## src/rtl/core/stod_pkg.sv

```systemverilog
`timescale 1ns / 1ps

package stod_pkg;

    localparam int SCALE_W = 32;
    localparam int QUOT_W  = 16;
    localparam int HOUR_W  = 5;
    localparam int MIN_W   = 6;
    localparam int UNTIL_W = 11;
    localparam int S_DATA_W = 56;
    localparam int S_USER_W = 3;
    localparam int M_DATA_W = 40;
    localparam int ADDR_W   = 3;
    localparam int PDATA_W  = 32;

    localparam logic [SCALE_W-1:0] SCALE_RESET    = 32'd1000;
    localparam logic [HOUR_W-1:0]  RESET_HOUR     = 5'd12;
    localparam logic [HOUR_W-1:0]  HOURS_PER_DAY  = 5'd24;
    localparam logic [MIN_W:0]     MINS_PER_HOUR  = 7'd60;
    localparam logic [MIN_W:0]     FF_MINUTES     = 7'd8;
    localparam logic [MIN_W:0]     ONE_MINUTE     = 7'd1;
    localparam logic [11:0]        MINS_PER_DAY   = 12'd1440;

    // register index taken from paddr[2]
    localparam logic REG_IDX_SCALE = 1'b0;

    typedef enum logic [2:0] {
        MODE_TICK    = 3'd0,
        MODE_SET     = 3'd1,
        MODE_STORE   = 3'd2,
        MODE_RESTORE = 3'd3,
        MODE_UNTIL   = 3'd4,
        MODE_RANGE   = 3'd5
    } mode_t;

    typedef enum logic [2:0] {
        ST_IDLE,
        ST_EXEC,
        ST_ELAP,
        ST_SCALE,
        ST_DIV,
        ST_OUT
    } state_t;

    typedef struct packed {
        logic                   start;
        logic [SCALE_W-1:0]     dividend;
        logic [SCALE_W-1:0]     divisor;
    } div_req_t;

    typedef struct packed {
        logic                   done;
        logic [QUOT_W-1:0]      quot;
    } div_rsp_t;

endpackage

```

## src/rtl/core/stod_div.sv

```systemverilog
`timescale 1ns / 1ps

module stod_div (
    input  logic              aclk,
    input  logic              aresetn,
    input  stod_pkg::div_req_t req,
    output stod_pkg::div_rsp_t rsp
);
    import stod_pkg::*;

    logic [SCALE_W-1:0] rem_reg, rem_next;
    logic [SCALE_W-1:0] quo_reg, quo_next;
    logic [SCALE_W-1:0] dsr_reg, dsr_next;
    logic [4:0]         cnt_reg, cnt_next;
    logic               busy_reg, busy_next;
    logic               done_reg, done_next;
    logic [SCALE_W:0]   trial;
    logic [SCALE_W:0]   diff;
    logic               ge;

    // restoring division, one quotient bit per cycle
    always_comb begin
        trial     = {rem_reg, quo_reg[SCALE_W-1]};
        diff      = trial - {1'b0, dsr_reg};
        ge        = (trial >= {1'b0, dsr_reg});
        rem_next  = rem_reg;
        quo_next  = quo_reg;
        dsr_next  = dsr_reg;
        cnt_next  = cnt_reg;
        busy_next = busy_reg;
        done_next = 1'b0;
        if (req.start) begin
            rem_next  = '0;
            quo_next  = req.dividend;
            dsr_next  = req.divisor;
            cnt_next  = '0;
            busy_next = 1'b1;
        end else if (busy_reg) begin
            rem_next = ge ? diff[SCALE_W-1:0] : trial[SCALE_W-1:0];
            quo_next = {quo_reg[SCALE_W-2:0], ge};
            cnt_next = cnt_reg + 5'd1;
            if (cnt_reg == 5'd31) begin
                busy_next = 1'b0;
                done_next = 1'b1;
            end
        end
    end

    always_ff @(posedge aclk) begin
        if (!aresetn) begin
            busy_reg <= 1'b0;
            done_reg <= 1'b0;
            cnt_reg  <= '0;
        end else begin
            busy_reg <= busy_next;
            done_reg <= done_next;
            cnt_reg  <= cnt_next;
        end
        rem_reg <= rem_next;
        quo_reg <= quo_next;
        dsr_reg <= dsr_next;
    end

    assign rsp.done = done_reg;
    assign rsp.quot = quo_reg[QUOT_W-1:0];

endmodule

```

## src/rtl/core/scaled_time_of_day_clock_core.sv

```systemverilog
// Hours:minutes clock whose minute lasts ms_per_minute input milliseconds.
// One result item leaves for each input item. A tick's result passes through
// the EXEC, ELAP, SCALE, DIV and OUT states; in DIV the bit-serial divider
// forms the seconds value one quotient bit per cycle. Every other operation
// goes from EXEC straight to OUT. The next item can be accepted in the cycle
// after the previous result has moved to the output register, which holds
// that result until it is taken.
`timescale 1ns / 1ps

module scaled_time_of_day_clock_core (
    input  logic                          aclk,
    input  logic                          aresetn,
    input  logic                          s_tvalid,
    output logic                          s_tready,
    // now_ms, fast_forward, hour_arg, minute_arg, hour_end, zero fill
    input  logic [stod_pkg::S_DATA_W-1:0] s_tdata,
    // mode
    input  logic [stod_pkg::S_USER_W-1:0] s_tuser,
    output logic                          m_tvalid,
    input  logic                          m_tready,
    // hours, minutes, seconds, minutes_until, in_range, clock_saved
    output logic [stod_pkg::M_DATA_W-1:0] m_tdata,
    input  logic                          psel,
    input  logic                          penable,
    input  logic                          pwrite,
    input  logic [stod_pkg::ADDR_W-1:0]   paddr,
    input  logic [stod_pkg::PDATA_W-1:0]  pwdata,
    output logic [stod_pkg::PDATA_W-1:0]  prdata,
    output logic                          pready
);
    import stod_pkg::*;

    state_t             state_reg, state_next;
    logic [SCALE_W-1:0] scale_reg, scale_next;
    logic [HOUR_W-1:0]  hour_reg, hour_next;
    logic [MIN_W-1:0]   min_reg, min_next;
    logic [QUOT_W-1:0]  sec_reg, sec_next;
    logic [SCALE_W-1:0] last_reg, last_next;
    logic [HOUR_W-1:0]  sv_hour_reg, sv_hour_next;
    logic [MIN_W-1:0]   sv_min_reg, sv_min_next;
    logic [QUOT_W-1:0]  sv_sec_reg, sv_sec_next;
    logic               saved_reg, saved_next;
    mode_t              mode_reg, mode_next;
    logic [SCALE_W-1:0] now_reg, now_next;
    logic               ff_reg, ff_next;
    logic [HOUR_W-1:0]  harg_reg, harg_next;
    logic [MIN_W-1:0]   marg_reg, marg_next;
    logic [HOUR_W-1:0]  hend_reg, hend_next;
    logic [SCALE_W-1:0] elap_reg, elap_next;
    logic [UNTIL_W-1:0] until_reg, until_next;
    logic               inr_reg, inr_next;
    logic               m_tvalid_reg, m_tvalid_next;
    logic [M_DATA_W-1:0] m_tdata_reg, m_tdata_next;

    logic [SCALE_W-1:0] elapsed;
    logic [MIN_W:0]     new_min;
    logic               do_roll;
    logic [HOUR_W-1:0]  hour_inc;
    logic [11:0]        cur_min;
    logic [11:0]        then_min;
    logic [11:0]        until_diff;
    logic               cfg_wr;
    div_req_t           div_req;
    div_rsp_t           div_rsp;

    stod_div u_div (
        .aclk    (aclk),
        .aresetn (aresetn),
        .req     (div_req),
        .rsp     (div_rsp)
    );

    assign cfg_wr = psel && penable && pwrite && pready;
    assign pready = 1'b1;
    assign prdata = (paddr[2] == REG_IDX_SCALE) ? scale_reg : '0;

    always_comb begin
        elapsed    = now_reg - last_reg;
        hour_inc   = hour_reg + 5'd1;
        cur_min    = 12'({hour_reg, 6'b0}) - 12'({hour_reg, 2'b0}) + 12'(min_reg);
        then_min   = 12'({harg_reg, 6'b0}) - 12'({harg_reg, 2'b0}) + 12'(marg_reg);
        if (then_min < cur_min) begin
            then_min = then_min + MINS_PER_DAY;
        end
        until_diff = then_min - cur_min;
        new_min    = ff_reg ? ({1'b0, min_reg} + FF_MINUTES) : ({1'b0, min_reg} + ONE_MINUTE);
        do_roll    = ff_reg || (elapsed > scale_reg);

        state_next    = state_reg;
        scale_next    = cfg_wr && (paddr[2] == REG_IDX_SCALE) ? pwdata : scale_reg;
        hour_next     = hour_reg;
        min_next      = min_reg;
        sec_next      = sec_reg;
        last_next     = last_reg;
        sv_hour_next  = sv_hour_reg;
        sv_min_next   = sv_min_reg;
        sv_sec_next   = sv_sec_reg;
        saved_next    = saved_reg;
        mode_next     = mode_reg;
        now_next      = now_reg;
        ff_next       = ff_reg;
        harg_next     = harg_reg;
        marg_next     = marg_reg;
        hend_next     = hend_reg;
        elap_next     = elap_reg;
        until_next    = until_reg;
        inr_next      = inr_reg;
        m_tvalid_next = m_tvalid_reg && !m_tready;
        m_tdata_next  = m_tdata_reg;
        s_tready      = 1'b0;
        div_req.start    = 1'b0;
        div_req.dividend = {elap_reg[25:0], 6'b0} - {elap_reg[29:0], 2'b0};
        div_req.divisor  = scale_reg;

        unique case (state_reg)
            ST_IDLE: begin
                s_tready = 1'b1;
                if (s_tvalid) begin
                    mode_next  = mode_t'(s_tuser);
                    now_next   = s_tdata[31:0];
                    ff_next    = s_tdata[32];
                    harg_next  = s_tdata[37:33];
                    marg_next  = s_tdata[43:38];
                    hend_next  = s_tdata[48:44];
                    state_next = ST_EXEC;
                end
            end
            ST_EXEC: begin
                until_next = '0;
                inr_next   = 1'b0;
                state_next = ST_OUT;
                unique case (mode_reg)
                    MODE_TICK: begin
                        state_next = ST_ELAP;
                        if (do_roll) begin
                            last_next = ff_reg ? now_reg : (last_reg + scale_reg);
                            if (new_min >= MINS_PER_HOUR) begin
                                min_next  = '0;
                                hour_next = (hour_inc >= HOURS_PER_DAY) ? '0 : hour_inc;
                            end else begin
                                min_next = new_min[MIN_W-1:0];
                            end
                        end
                    end
                    MODE_SET: begin
                        hour_next = harg_reg;
                        min_next  = marg_reg;
                        sec_next  = '0;
                        last_next = now_reg;
                    end
                    MODE_STORE: begin
                        sv_hour_next = hour_reg;
                        sv_min_next  = min_reg;
                        sv_sec_next  = sec_reg;
                        saved_next   = 1'b1;
                    end
                    MODE_RESTORE: begin
                        hour_next = sv_hour_reg;
                        min_next  = sv_min_reg;
                        sec_next  = sv_sec_reg;
                    end
                    MODE_UNTIL: begin
                        until_next = until_diff[UNTIL_W-1:0];
                    end
                    MODE_RANGE: begin
                        if (harg_reg > hend_reg) begin
                            inr_next = (hour_reg >= harg_reg) || (hour_reg < hend_reg);
                        end else begin
                            inr_next = (hour_reg >= harg_reg) && (hour_reg < hend_reg);
                        end
                    end
                    default: begin
                    end
                endcase
            end
            ST_ELAP: begin
                elap_next  = elapsed;
                state_next = ST_SCALE;
            end
            ST_SCALE: begin
                div_req.start = 1'b1;
                state_next    = ST_DIV;
            end
            ST_DIV: begin
                if (div_rsp.done) begin
                    sec_next   = div_rsp.quot;
                    state_next = ST_OUT;
                end
            end
            ST_OUT: begin
                if (!m_tvalid_reg || m_tready) begin
                    m_tvalid_next = 1'b1;
                    m_tdata_next  = {saved_reg, inr_reg, until_reg, sec_reg, min_reg, hour_reg};
                    state_next    = ST_IDLE;
                end
            end
            default: begin
                state_next = ST_IDLE;
            end
        endcase
    end

    always_ff @(posedge aclk) begin
        if (!aresetn) begin
            state_reg    <= ST_IDLE;
            scale_reg    <= SCALE_RESET;
            hour_reg     <= RESET_HOUR;
            min_reg      <= '0;
            sec_reg      <= '0;
            last_reg     <= '0;
            sv_hour_reg  <= '0;
            sv_min_reg   <= '0;
            sv_sec_reg   <= '0;
            saved_reg    <= 1'b0;
            m_tvalid_reg <= 1'b0;
        end else begin
            state_reg    <= state_next;
            scale_reg    <= scale_next;
            hour_reg     <= hour_next;
            min_reg      <= min_next;
            sec_reg      <= sec_next;
            last_reg     <= last_next;
            sv_hour_reg  <= sv_hour_next;
            sv_min_reg   <= sv_min_next;
            sv_sec_reg   <= sv_sec_next;
            saved_reg    <= saved_next;
            m_tvalid_reg <= m_tvalid_next;
        end
        mode_reg    <= mode_next;
        now_reg     <= now_next;
        ff_reg      <= ff_next;
        harg_reg    <= harg_next;
        marg_reg    <= marg_next;
        hend_reg    <= hend_next;
        elap_reg    <= elap_next;
        until_reg   <= until_next;
        inr_reg     <= inr_next;
        m_tdata_reg <= m_tdata_next;
    end

    assign m_tvalid = m_tvalid_reg;
    assign m_tdata  = m_tdata_reg;

    a_one_item_at_a_time: assert property (@(posedge aclk) disable iff (!aresetn)
        s_tvalid && s_tready |=> !s_tready)
        else $error("item accepted while previous item still in progress");

    a_div_done_moves_on: assert property (@(posedge aclk) disable iff (!aresetn)
        state_reg == ST_DIV && div_rsp.done |=> state_reg == ST_OUT)
        else $error("divider result not taken");

    a_query_results_exclusive: assert property (@(posedge aclk) disable iff (!aresetn)
        m_tvalid |-> !(m_tdata[38] && (m_tdata[37:27] != '0)))
        else $error("range and minutes-until results both set");

    a_saved_flag_sticky: assert property (@(posedge aclk) disable iff (!aresetn)
        saved_reg |=> saved_reg)
        else $error("store flag cleared outside reset");

endmodule

```

## config.mk

```make
export PLATFORM = sky130hd
export DESIGN_NAME = scaled_time_of_day_clock_core
export DESIGN_NICKNAME = d
export VERILOG_FILES = /design/src/rtl/core/stod_pkg.sv /design/src/rtl/core/stod_div.sv /design/src/rtl/core/scaled_time_of_day_clock_core.sv
export SDC_FILE = /design/constraint.sdc
export NUM_CORES = 1
export LEC_CHECK = 0
export ABC_AREA = 1
export BUFFER_PORTS_ARGS = -buffer_cell sky130_fd_sc_hd__buf_2
export CORE_ASPECT_RATIO = 1.4
export CORE_UTILIZATION = 40
export CTS_CLUSTER_DIAMETER = 40
export DETAILED_ROUTE_END_ITERATION = 10
export PLACE_DENSITY = 0.6
export SETUP_SLACK_MARGIN = 0.02
export SLEW_MARGIN = 20
export SYNTH_ARGS = -nofsm -noshare
export SYNTH_HDL_FRONTEND = slang
export SYNTH_SLANG_ARGS = --single-unit
```

## constraint.sdc

```tcl
create_clock -name aclk -period 4.85 [get_ports aclk]
set_input_delay 0.2425 -clock aclk [delete_from_list [all_inputs] [get_ports aclk]]
set_output_delay 0.2425 -clock aclk [all_outputs]
set_load 0.01 [all_outputs]
```

==> results.json <==
{
  "p_leak_nw": 13.0,
  "clockBufferDepth": 3,
  "fin_skew_ns": 0.0184,
  "cp.required_ns": 5.23,
  "wire_per_inst_um": 17.3,
  "insertion_delay_ns": 0.62,
  "rows": 105,
  "design_area_um2": 28200,
  "synthTopCellsByArea": "edfxtp_1 (25%), dfxtp_1 (14%), nand2_1 (12%)",
  "cts_sinks": 360,
  "cp-start-kind": "flop",
  "cp-end-kind": "flop",
  "tightest_slew_ns": 0.965,
  "finalNonFillerCells": 4220,
  "max_stage_delay_ns": 0.48,
  "area_growth_pct": 18.5,
  "hp-class": "primary input to flop",
  "path_buf_inv": 3,
  "cts_root_buffer": "clkbuf_16",
  "criticalPathCategory": "flop to flop",
  "ios": 176,
  "final-max-slew-violation-count": 0,
  "tns_ns": 0,
  "cts_tree": "done",
  "synth_top_area_cell": "edfxtp_1",
  "whs_ns": 0.0487,
  "ir_drop_mv": 0.382,
  "synth_top_area_share_pct": 25.0,
  "gr-usage-all-layers_pct": 23.9,
  "min_period_ns": 4.35,
  "die_w_um": 208,
  "fillerInstances": 5888,
  "cts_buffers": 54,
  "max_freq_mhz": 230,
  "status": "complete, no violations",
  "drt_iter0_drc": 1233,
  "via_per_inst": 5.18,
  "drcViolationCount": 0,
  "gp_congestion": 0.946,
  "ys_warn_count": 0,
  "core_um2": 58700,
  "cp.arrival_ns": 4.72,
  "synth_common_cells": "nand2_1 (748), inv_1 (407), nor2_1 (355)",
  "synth_nets": 3471,
  "ys_seq_area_share_pct": 38.6,
  "synth-edff-count": 198,
  "ys_seq_elements": 360,
  "fin_crit_sh_pct": 89.6,
  "gr-total-overflow": 0,
  "io_buffer_count": 165,
  "synth_area_um2": 23800,
  "post_dp_cell_area_um2": 25500,
  "finalSetupViolCount": 0,
  "worstPathMaxFanout": 6,
  "syn_avg_cell_area_um2": 7.52,
  "grt_pass1_wl_um": 113000,
  "synth.distinct_cells": 60,
  "largest_register_ff_count": 40,
  "cts_max_level": 2,
  "cellPowerDensity_nw_per_um2": 462,
  "first_global_vias": 21568,
  "initial_core_util_pct": 40.5,
  "critPathTopFamily": "simple AND/OR/NAND/NOR gates",
  "cpMostUsedCell": "nand2_1",
  "nNetsFinal": 3733,
  "placed_cells": 4033,
  "dr.pass1.iters": 5,
  "relSlewSlack_pct": 35.6,
  "cts.clk_slew.worst_paths_ns": 0.06,
  "routed_wl_um": 72900,
  "postSynth.asyncResetShare_pct": 0,
  "n_antenna_cell": 0,
  "hold_viol": 0,
  "rsz0062_at_grt": "false",
  "drv_cap": 0,
  "drtAntennaViolNets": 0,
  "synth_flop_cell": "edfxtp_1",
  "dp_hpwl_um": 55900,
  "grt_max_degree": 77,
  "synth_cells": 3165,
  "drive_above_1_share_pct": 10.4,
  "critPathSlowestCell": "edfxtp_1",
  "design.die.area_um2": 60500,
  "synth_most_common_cell": "nand2_1",
  "fp.dieH_um": 291,
  "antenna_found_initial": 1,
  "vias": 21841
}
what timing repair did:
action | CTS | global route
hold buffers | 83 | 0
resized for setup | 0 | 11
buffers inserted | 0 | 4
hold endpoints to repair | 83 | 0
endpoints found under the setup margin | 0 | 1
final cells by class:
| class | count | area, µm² | area share [%] |
|---|---|---|---|
| Multi-Input combinational cell | 2315 | 12700 | 45.2 |
| Sequential cell | 360 | 9190 | 32.6 |
| Timing Repair Buffer | 282 | 1950 | 6.92 |
| Inverter | 414 | 1550 | 5.51 |
| Clock buffer | 60 | 1380 | 4.91 |
| Tap cell | 749 | 937 | 3.32 |
| Clock inverter | 40 | 432 | 1.53 |
worst register-to-register path: stages (launching register included):
cell and delay, ns:
edfxtp_1 0.48, inv_1 0.16, ha_2 0.43, nand2_1 0.08, nor2_1 0.11, nand2_1 0.08, nand3_1 0.10, nand2_1 0.07
nand2_2 0.10, inv_1 0.07, ha_1 0.31, a21oi_1 0.14, o21ai_0 0.09, nand2_1 0.06, and3_2 0.23, nand2_1 0.08
xor2_1 0.13, inv_1 0.06, ha_1 0.33, a21o_1 0.20, a31oi_1 0.16, nand2_1 0.07, a31oi_1 0.22, nand3_1 0.13
a21oi_1 0.16, nor2_1 0.07
worst paths after layout:
path | end | cells past startpoint | slack, ns | from
hold / removal | scale_reg[13] | 3 | 0.05 | pwdata[13]
setup / recovery | until_reg[10] | 25 | 0.50 | harg_reg[2]
hold reg to reg | m_tdata[35] | 0 | 0.42 | until_reg[8]
setup reg to reg | until_reg[10] | 25 | 0.50 | harg_reg[2]
cells in the final DEF, fill, tap and decap left out, types with 40 or more instances in the layout:
cell / n
a21oi_1: 226
buf_2: 164
clkbuf_16: 54
dfxtp_1: 160
dlygate4sd3_1: 83
edfxtp_1: 198
ha_1: 199
inv_1: 404
nand2_1: 748
nand3_1: 196
nor2_1: 351
o21ai_0: 200
xnor2_1: 40
xor2_1: 46
per-stage QoR:
stage	util, %	total power [mW]	worst slack [ns]
floorplan	-	7.75	0.744
global placement	43.4	9.04	0.375
detailed placement	43.4	9.08	0.378
CTS	47.9	13.1	0.349
global route	48.0	14.0	0.0556
finish	48.0	13.0	0.504
power breakdown:
group          internal (mW)  leakage, nW  switching [mW]
Clock                   2.26        0.895            1.66
Combinational           1.82         8.94            3.23
Sequential              3.77         3.14           0.299
Total                   7.85         13.0            5.19
cell families (layout without fill, tap and decap cells):
kind of cell               after synthesis  in the layout  synth area share, %
other                                    1              1               0.0158
buffers and inverters                  490            796                 8.14
and+or+nand+nor                       1445           1445                 25.7
AOI/OAI and AO/OA                      576            576                 13.4
xor gates and xnor gates                87             87                 3.23
adders and majority gates              205            205                 10.9
DFF                                    360            360                 38.6
muxes                                    1              1               0.0421
per-layer routing:
layer	global-route usage [%]	share of wire (%)	wire (µm)
met2	43.0	50	36300
met4	11.5	4.7	3390
met3	3.12	4.3	3100
met5	0	0	0
met1	27.8	41	30000
Note: power is estimated with default switching activity, not from simulation.
